==> src/tlst_pkg.sv <==
`timescale 1ns / 1ps
`default_nettype none
package tlst_pkg;

  localparam int ENTRIES    = 16;
  localparam int TAG_BITS   = 16;
  localparam int DUR_BITS   = 32;
  localparam int TOTAL_BITS = 48;
  localparam int COUNT_BITS = 32;
  localparam int SLOT_BITS  = 4;

  typedef enum logic [1:0] {
    ST_UPDATED  = 2'd0,
    ST_INSERTED = 2'd1,
    ST_DROPPED  = 2'd2,
    ST_CLEARED  = 2'd3
  } status_t;

  typedef enum logic {
    OP_RECORD = 1'b0,
    OP_CLEAR  = 1'b1
  } op_t;

  typedef enum logic [1:0] {
    FSM_IDLE  = 2'd0,
    FSM_MATCH = 2'd1,
    FSM_WRITE = 2'd2
  } fsm_t;

  // Broadcast from the sequencer to every cell of the row.
  typedef struct packed {
    logic                match;
    logic                write;
    logic                clear;
    logic                none_hit;
    logic [TAG_BITS-1:0] tag;
    logic [DUR_BITS-1:0] dur;
  } cell_cmd_t;

  // Updated statistics of a cell, all zero unless the cell was selected.
  typedef struct packed {
    logic                  sel;
    logic [COUNT_BITS-1:0] count;
    logic [TOTAL_BITS-1:0] total;
    logic [DUR_BITS-1:0]   min0;
    logic [DUR_BITS-1:0]   min1;
    logic [DUR_BITS-1:0]   max0;
    logic [DUR_BITS-1:0]   max1;
  } cell_res_t;

endpackage
`default_nettype wire

==> src/tlst_cell.sv <==
`timescale 1ns / 1ps
`default_nettype none
module tlst_cell
  import tlst_pkg::*;
(
  input  wire logic      clk,
  input  wire logic      rst,
  input  wire cell_cmd_t cmd,
  input  wire logic      prev_used,
  output logic           used,
  output logic           hit,
  output cell_res_t      res
);

  logic [TAG_BITS-1:0]   tag;
  logic [TOTAL_BITS-1:0] total;
  logic [COUNT_BITS-1:0] count;
  logic [DUR_BITS-1:0]   min0, min1, max0, max1;

  logic                  claim, sel;
  logic [TOTAL_BITS:0]   sum;
  logic [TOTAL_BITS-1:0] total_next;
  logic [COUNT_BITS-1:0] count_next;
  logic [DUR_BITS-1:0]   min0_next, min1_next, max0_next, max1_next;

  // The free cell is the first unused one: its left neighbour is in use.
  assign claim = cmd.none_hit && !used && prev_used;
  assign sel   = cmd.write && !cmd.clear && (hit || claim);

  always_comb begin
    sum        = {1'b0, total} + {{(TOTAL_BITS + 1 - DUR_BITS){1'b0}}, cmd.dur};
    total_next = sum[TOTAL_BITS] ? {TOTAL_BITS{1'b1}} : sum[TOTAL_BITS-1:0];
    count_next = (count == {COUNT_BITS{1'b1}}) ? count : count + 1'b1;
    min0_next  = min0;
    min1_next  = min1;
    max0_next  = max0;
    max1_next  = max1;
    if (cmd.dur < min0) begin
      min1_next = min0;
      min0_next = cmd.dur;
    end else if (cmd.dur < min1) begin
      min1_next = cmd.dur;
    end
    if (cmd.dur > max0) begin
      max1_next = max0;
      max0_next = cmd.dur;
    end else if (cmd.dur > max1) begin
      max1_next = cmd.dur;
    end
    res       = '0;
    if (sel) begin
      res.sel   = 1'b1;
      res.count = count_next;
      res.total = total_next;
      res.min0  = min0_next;
      res.min1  = min1_next;
      res.max0  = max0_next;
      res.max1  = max1_next;
    end
  end

  always_ff @(posedge clk) begin
    if (rst) begin
      used  <= 1'b0;
      hit   <= 1'b0;
      total <= '0;
      count <= '0;
      min0  <= '1;
      min1  <= '1;
      max0  <= '0;
      max1  <= '0;
    end else begin
      if (cmd.match) begin
        hit <= used && (tag == cmd.tag);
      end
      if (cmd.write) begin
        if (cmd.clear) begin
          total <= '0;
          count <= '0;
          min0  <= '1;
          min1  <= '1;
          max0  <= '0;
          max1  <= '0;
        end else if (sel) begin
          total <= total_next;
          count <= count_next;
          min0  <= min0_next;
          min1  <= min1_next;
          max0  <= max0_next;
          max1  <= max1_next;
          if (claim) begin
            used <= 1'b1;
          end
        end
      end
    end
  end

  always_ff @(posedge clk) begin
    if (cmd.write && !cmd.clear && claim) begin
      tag <= cmd.tag;
    end
  end

endmodule
`default_nettype wire

==> config.mk <==
export PLATFORM = sky130hd
export DESIGN_NAME = tlst_cell
export DESIGN_NICKNAME = d
export VERILOG_FILES = /design/src/tlst_pkg.sv /design/src/tlst_cell.sv
export SDC_FILE = /design/constraint.sdc
export NUM_CORES = 1
export LEC_CHECK = 0
export ABC_AREA = 1
export BUFFER_PORTS_ARGS = -buffer_cell sky130_fd_sc_hd__buf_4
export CAP_MARGIN = 20
export CORE_AREA = 2 2 235 145
export DETAILED_ROUTE_END_ITERATION = 16
export DIE_AREA = 0 0 237 147
export PLACE_DENSITY = 0.82
export SLEW_MARGIN = 20
export SYNTH_ARGS = -nofsm -noshare
export SYNTH_HDL_FRONTEND = slang
export SYNTH_SLANG_ARGS = --single-unit
==> constraint.sdc <==
create_clock -name clk -period 3.1 [get_ports clk]
set_input_delay 0.465 -clock clk [delete_from_list [all_inputs] [get_ports clk]]
set_output_delay 0.465 -clock clk [all_outputs]
set_load 0.05 [all_outputs]
==> metrics.csv, run 1 <==
metric,value,unit
Num CTS Buffers,25,
Final HPWL DP,56200,µm
Die Ht,147,µm
register area share after synthesis,24.2,%
CTS H-tree depth,1,
Port Buffers,265,
routability congestion estimate,1.02,
"Distinct cells, synth",44,
Boundary Pins,266,
Synthesis Warnings,0,
Stop stage,global routing,
tool error message,[ERROR GRT-0116] Global routing finished with congestion. Check the congestion regions in the DRC Viewer.,
top cell type's share of synthesized area,21.7,%
largest net degree at the start of global routing,75,
Area after DPL,23300,µm²
Post-Synthesis Cells,3210,
starting density of the core,58.9,%
number of global-route vias before repair,36300,
CTS max path bufs,3,
Seq cells post-synth,226,
Post-CTS Hold Buffers,0,
root buffer selected by CTS,clkbuf_16,
mapped cell area,19300,µm²
Mapped Nets,3425,
Sink Count,226,
Row Count,52,
gr usage total,90.2,%
leading post-synthesis cells by cell area,"dfxtp_1, nand2_1, ha_1",
"Remaining Overflow, GRT",319,
first-pass GRT wire length,241000,µm
"area leader, netlist",dfxtp_1,
Die Width,237,µm
"Avg Cell Area, Syn",6.03,µm²
outcome,did not finish,
[synth_stat cells]
library cell and instances:
a21o_1 3, a21oi_1 318, a21oi_2 32, buf_1 5, buf_2 43, buf_4 15
buf_6 3, buf_8 2, clkbuf_1 70, dfxtp_1 210, edfxtp_1 16, fa_1 1
ha_1 159, inv_1 527, inv_2 7, nand2_1 1003, nand2_2 37, nand2_4 2
nand2_8 1, nand3_1 332, nand3_2 12, nand3b_1 6, nand4_1 34, nor2_1 164
nor2_2 5, nor3_1 24, nor3_2 5, nor3_4 1, nor4_1 13, nor4_2 1
nor4_4 1, o211ai_1 2, o21a_1 7, o21ai_0 71, o21ai_1 10, o21ai_2 1
o21ai_4 1, o21bai_1 7, o221ai_1 1, o22ai_1 1, or2_1 2, or2_2 2
xnor2_1 32, xor2_1 21
[stage by stage]
stage                     worst slack, ps  instances
after CTS                            -286       4321
after detailed placement             -204       4018
after global placement               -198       4018
after floorplan                      98.1       3210
[metal layers]
layer / global-route usage, % / GRT overflow
met5: 67.8 / 6
met4: 85.3 / 99
met3: 87.0 / 57
met2: 97.5 / 122
met1: 90.0 / 35
[cells by family after synthesis]
group	synth area share (%)
adders and majority gates	10.4
AOI/OAI and AO/OA	12.7
DFF	24.2
buffers and inverters	13.8
xor gates and xnor gates	2.40
and+or+nand+nor	36.4
[timing repair]
item	4_1_cts
hold endpoints to repair	0
gates cloned	34
setup buffers	229
setup endpoints to repair	204
pin swaps	180
resized for setup	1227
==> run 2, diff against run 1 <==
- CORE_AREA: 2 2 235 145 -> 2 2 223 225
- DIE_AREA: 0 0 237 147 -> 0 0 225 227
- PLACE_DENSITY: 0.82 -> unset
- PLACE_DENSITY_LB_ADDON: unset -> 0.15
==> run 2 against run 1 <==
The flow now finishes, with violations (setup timing). Synthesized cell count unchanged. Synthesized area unchanged.
==> metrics.csv, run 2 <==
metric,value,unit,change
outcome,"complete, but fails checks",,
failing checks,setup timing,,
starting density of the core,39.9,%,-19 points
RSZ-0062 raised after global routing,true,,
average wire per standard cell,20.3,µm,
"Distinct cells, synth",44,,unchanged
Sink Count,226,,unchanged
gr usage total,29.2,%,
DRT iter0 DRCs,1887,,
max-slew violations,0,,
root buffer selected by CTS,clkbuf_16,,
Via Count,24900,,
Die Ht,227,µm,+54%
CP Max Fanout,8,,
"Data arrival, critical path",3060,ps,
"most common cell after layout, fill and taps aside",nand2_1,,
highest clock rate,284,MHz,
Seq cells post-synth,226,,unchanged
worst vdd ir,0.000431,V,
Area growth syn-to-layout,79.3,%,
Final Setup Violations,175,,
CP startpoint kind,register,,
min-delay src,cmd[45],,
WS Path Type,register to primary output,,
DRT antenna net count,0,,
tightest hold margin,64.9,ps,
Residual DRC,0,,
largest net degree at the start of global routing,126,,
max cap viols,0,,
r2r startpoint,min0[21],,
Worst-Margin Slew,794,ps,
Slew headroom,47.1,%,
asr flop ratio synth,0,%,unchanged
Hold Path Depth,1,,
Setup WS post-layout,-425,ps,
Layout Nets,4119,,
Boundary Pins,266,,unchanged
Main synth FF type,dfxtp_1,,
clock tree from TritonCTS,done,,
CTS max path bufs,3,,unchanged
number of global-route vias before repair,21900,,
pwr/cell area,301,nW/µm²,
worst setup path startpoint,min0[21],,
CP Capture Type,primary output,,
top cell type's share of synthesized area,21.7,%,unchanged
initial antenna violation count,0,,
critical path required time,2630,ps,
DRT Pass-1 Iters,5,,
Die Width,225,µm,-5.1%
Post-synth EDFFs,16,,unchanged
Antenna Diode Count,0,,
LEAKAGE,16.8,nW,
ratio of final minimum period to clock period,114,%,
Post-CTS Hold Buffers,0,,unchanged
most frequent cells after synthesis,"nand2_1, inv_1, nand3_1",,
full die area,51100,µm²,
clk slew on worst S/H paths,60,ps,
register area share after synthesis,24.2,%,unchanged
max reg flops,48,,
Mapped Nets,3425,,unchanged
most frequent cells in the layout,"nand2_1, buf_4, inv_1",,
Post-Synthesis Cells,3210,,unchanged
design area,34700,µm²,
Synthesis Warnings,0,,unchanged
layout cells sized above 1,52.7,%,
first-pass GRT wire length,119000,µm,
routability congestion estimate,0.954,,-6.8%
leading post-synthesis cells by cell area,"dfxtp_1, nand2_1, ha_1",,
"Remaining Overflow, GRT",0,,
drt total wl,92300,µm,
"Avg Cell Area, Syn",6.03,µm²,unchanged
"area leader, netlist",dfxtp_1,,
Port Buffers,265,,unchanged
FF-to-FF path depth,21,,
final setup skew,18.6,ps,
register with the most flip-flops,total,,
Core ar.,48500,µm²,
mapped cell area,19300,µm²,unchanged
Num CTS Buffers,31,,+24%
Fillers,3626,,
DR vias/cell,5.47,,
Final HPWL DP,56000,µm,-0.33%
Worst-Skew Late Latency,600,ps,
most frequent cell after synthesis,nand2_1,,
CTS H-tree depth,1,,unchanged
min Tclk post-route,3520,ps,
Final Hold Fails,0,,
Row Count,81,,+56%
Hold Crit Class,input pin to register,,
Area after DPL,24100,µm²,+3.1%
## run 2: cell counts after synthesis
No cell type changed its count.
## run 2: worst paths after layout
kind / slack (ps) / endpoint
worst max register to register: -120 / min1[9]
worst min-delay path: 60 / tag[13]
worst min register to register: 460 / min1[11]
worst max-delay path: -420 / res[72]
## run 2: repair_timing
| item | CTS | global route |
|---|---|---|
| gates cloned | 11 | 38 |
| endpoints found under the hold margin | 0 | 0 |
| gates resized for setup | 516 | 1399 |
| setup buffers | 38 | 144 |
| pin swaps | 43 | 278 |
| endpoints found under the setup margin | 186 | 209 |
## run 2: routing by layer
layer  GRT usage (%)  vias to the layer above  part of all wire, %
met1            39.4                    11800                   40
met3            2.39                      336                  6.2
met4            9.96                        0                  5.6
li1                -                    11600                    -
met2            49.1                     1079                   48
met5               0                        -                    0
## run 2: cells by family (layout without fill, tap and decap cells)
| family | count (synthesis) | in the layout | share of synthesized area (%) |
|---|---|---|---|
| AO/OA/AOI/OAI | 454 | 454 | 12.7 |
| XOR/XNOR | 53 | 53 | 2.40 |
| adder cells (fa/ha/maj) | 160 | 160 | 10.4 |
| buffers and inverters | 672 | 1389 | 13.8 |
| flip-flops | 226 | 226 | 24.2 |
| AND/OR/NAND/NOR | 1645 | 1647 | 36.4 |
## run 2: area by class of cell
type	instances	area, µm²	share of cell area (%)
clock buffer	39	847	2.44
sequential	226	4860	14.0
tap	622	778	2.24
inverter	534	2120	6.12
timing repair buffer	797	8400	24.2
multi-input combinational	2314	17500	50.5
clock inverter	19	165	0.476
## run 2: critical path: stages (launching register included)
cell,delay (ps)
dfxtp_4,370
inv_4,50
ha_4,270
nand4_1,160
buf_4,190
nor4_4,310
nand2_4,140
nand2_8,140
buf_6,160
buf_16,180
nand3_4,90
a21oi_2,210
buf_6,190
## run 2: through the flow
step | utilization (%) | worst slack, ps | cells | power, mW | TNS [ps]
finish | 71.5 | -425 | 4551 | 10.4 | -48190
detailed placement | 49.6 | -654 | 4277 | 5.25 | -8140
global route | 71.5 | -532 | 4551 | 10.8 | -61040
CTS | 56.6 | -286 | 4384 | 9.22 | -36320
global placement | 49.6 | -711 | 4277 | 5.22 | -7470
floorplan | - | 98.1 | 3210 | 4.40 | 0
## run 2: power breakdown
part	leakage [nW]	switching (mW)	internal, mW
clock network	0.489	1.55	2.10
logic	14.4	2.12	1.55
registers	1.87	0.0760	3.03
Power figures use the tool's default switching activity.
==> run 3, diff against run 2 <==
==> constraint.sdc (replaced) <==
create_clock -name clk -period 3.1 [get_ports clk]
set_input_delay 0.465 -clock clk [delete_from_list [all_inputs] [get_ports clk]]
set_output_delay 0.465 -clock clk [all_outputs]
set_load 0.1 [all_outputs]
==> run 3 against run 2 <==
The flow still finishes with violations (setup timing). Via count up 2.6%. Sequential share of layout area down 0.56 points. Flip-flop and latch count unchanged. Register-to-register slack worse by 280 ps. Global-route usage up 1.3 points. Sequential power about the same. Final cell count up 0.42%.
==> metrics.csv, run 3 (same netlist as run 2, synthesis figures left out) <==
metric,value,unit,change
outcome,"complete, but fails checks",,
failing checks,setup timing,,
DR vias/cell,5.59,,+2.2%
Post-CTS Hold Buffers,0,,unchanged
number of global-route vias before repair,22300,,+1.8%
worst vdd ir,0.000420,V,-2.7%
final core utilization,73.8,%,+2.4 points
final setup skew,17.4,ps,-1.29 ps
setup TNS,-66470,ps,-18280 ps
DRT antenna net count,0,,unchanged
most frequent cells in the layout,"nand2_1, buf_4, inv_1",,
Num CTS Buffers,30,,-3.2%
FF-to-FF path depth,23,,+9.5%
min-delay src,cmd[35],,
r2r setup slk,-400,ps,-280 ps
max reg flops,48,,unchanged
total power,10.9,mW,+4.5%
WHS Endpoint,tag[3],,
max-slew violations,0,,unchanged
Area growth syn-to-layout,85.2,%,
full die area,51100,µm²,unchanged
Final Hold Fails,0,,unchanged
Post-Place Cells,4304,,+0.63%
RSZ-0062 raised after global routing,true,,
CTS max path bufs,3,,unchanged
first-pass GRT wire length,123000,µm,+3.3%
largest net degree at the start of global routing,87,,-31%
DRT iter0 DRCs,2137,,+13%
Antenna Diode Count,0,,unchanged
post-route insts no fill,4570,,+0.42%
Residual DRC,0,,unchanged
critical path required time,2630,ps,about the same
average wire per standard cell,21.4,µm,+5.7%
reg-to-reg endpoint,max1[1],,
Sink Count,226,,unchanged
Via Count,25500,,+2.6%
Final Setup Violations,177,,+1.1%
CP Capture Type,primary output,,
initial antenna violation count,0,,unchanged
ratio of final minimum period to clock period,118,%,+4.5 points
layout cells sized above 1,49.9,%,-2.8 points
Boundary Pins,266,,unchanged
Die Ht,227,µm,unchanged
CP Max Fanout,6,,-2
"most common cell after layout, fill and taps aside",nand2_1,,
clock tree from TritonCTS,done,,
min Tclk post-route,3660,ps,+139 ps
Core ar.,48500,µm²,unchanged
Row Count,81,,unchanged
Setup WS post-layout,-563,ps,-139 ps
gr usage total,30.4,%,+1.3 points
clk slew on worst S/H paths,60,ps,about the same
CTS H-tree depth,1,,unchanged
Hold Path Depth,1,,unchanged
WS Path Type,register to primary output,,
Hold Crit Class,input pin to register,,
max cap viols,0,,unchanged
drt total wl,97900,µm,+6.1%
register with the most flip-flops,total,,
routability congestion estimate,0.932,,-2.3%
root buffer selected by CTS,clkbuf_16,,
"Data arrival, critical path",3200,ps,+140 ps
DRT Pass-1 Iters,6,,+1
LEAKAGE,17.2,nW,+2.5%
"Remaining Overflow, GRT",0,,unchanged
pwr/cell area,304,nW/µm²,+1.2%
Final HPWL DP,58400,µm,+4.3%
starting density of the core,39.9,%,unchanged
highest clock rate,273,MHz,-3.8%
Slew headroom,46.6,%,-0.51 points
Port Buffers,265,,unchanged
Layout Nets,4140,,+0.51%
Worst-Margin Slew,801,ps,+7.61 ps
Die Width,225,µm,unchanged
r2r startpoint,max0[14],,
Worst-Skew Late Latency,610,ps,about the same
CP startpoint kind,register,,
-- run 3: cell types whose count changed in the layout (fill, tap and decap cells not counted), moves of 17 or more --
cell / change
a21oi_2: -19
buf_12: +200
buf_4: +19
buf_6: -85
buf_8: -105
dfxtp_1: +36
dfxtp_2: -38
ha_1: +20
ha_4: -22
inv_1: +27
inv_2: -25
nand2_1: +17
nand2_4: -25
-- run 3: metal layers --
| metal | track usage (%) | vias to the layer above | wire [µm] |
|---|---|---|---|
| li1 | - | 11700 | - |
| met1 | 39.4 | 12000 | 36800 |
| met2 | 51.5 | 1360 | 46400 |
| met3 | 4.89 | 501 | 7740 |
| met4 | 10.1 | 0 | 6970 |
| met5 | 0 | - | 0 |
-- run 3: timing repair --
| action | 4_1_cts | 5_1_grt |
|---|---|---|
| gates cloned | 10 | 36 |
| pin swaps | 56 | 235 |
| gates resized for setup | 791 | 1171 |
| setup buffers | 52 | 120 |
| setup endpoints to repair | 208 | 209 |
-- run 3: layout make-up --
cell class / instances / area (µm²)
Sequential cell: 226 / 4820
Clock inverter: 10 / 130
Multi-Input combinational cell: 2314 / 17300
Timing Repair Buffer: 819 / 9830
Tap cell: 622 / 778
Clock buffer: 45 / 908
Inverter: 534 / 2120
Fill cell: 3352 / 12700
-- run 3: power by group --
| part | total, mW | switching [mW] | internal, mW |
|---|---|---|---|
| combinational | 4.01 | 2.37 | 1.64 |
| clock | 3.80 | 1.54 | 2.25 |
| sequential | 3.11 | 0.0774 | 3.03 |
| total | 10.9 | 3.99 | 6.92 |
-- run 3: how the worst max path moves through the flow --
stage	from	end	depth (start not counted)
after floorplan	hit	res[88]	6
final	min0[21]	res[112]	14
after global placement	cmd[22]	res[151]	14
after CTS	min0[11]	res[116]	14
after detailed placement	cmd[22]	res[151]	14
after global routing	min0[25]	res[112]	14
-- run 3: metrics by stage --
step                worst slack, ps  hold WS (ps)  cell area (µm²)
floorplan                      -218           440            19800
global placement               -558           450            24800
detailed placement             -544           457            24800
CTS                            -327          46.2            29400
global route                   -601          55.8            35800
finish                         -563          48.1            35800
-- run 3: worst max-delay path, stage by stage (launching register included) --
cell and delay (ps):
dfxtp_4 370, inv_4 50, ha_4 210, a21oi_2 140
nor2_1 70, nor2_1 220, nand3_1 180, a21oi_4 280
nand2_8 150, clkbuf_16 200, buf_8 140, nand2_1 80
o21ai_1 120, nor2_2 160, buf_12 190
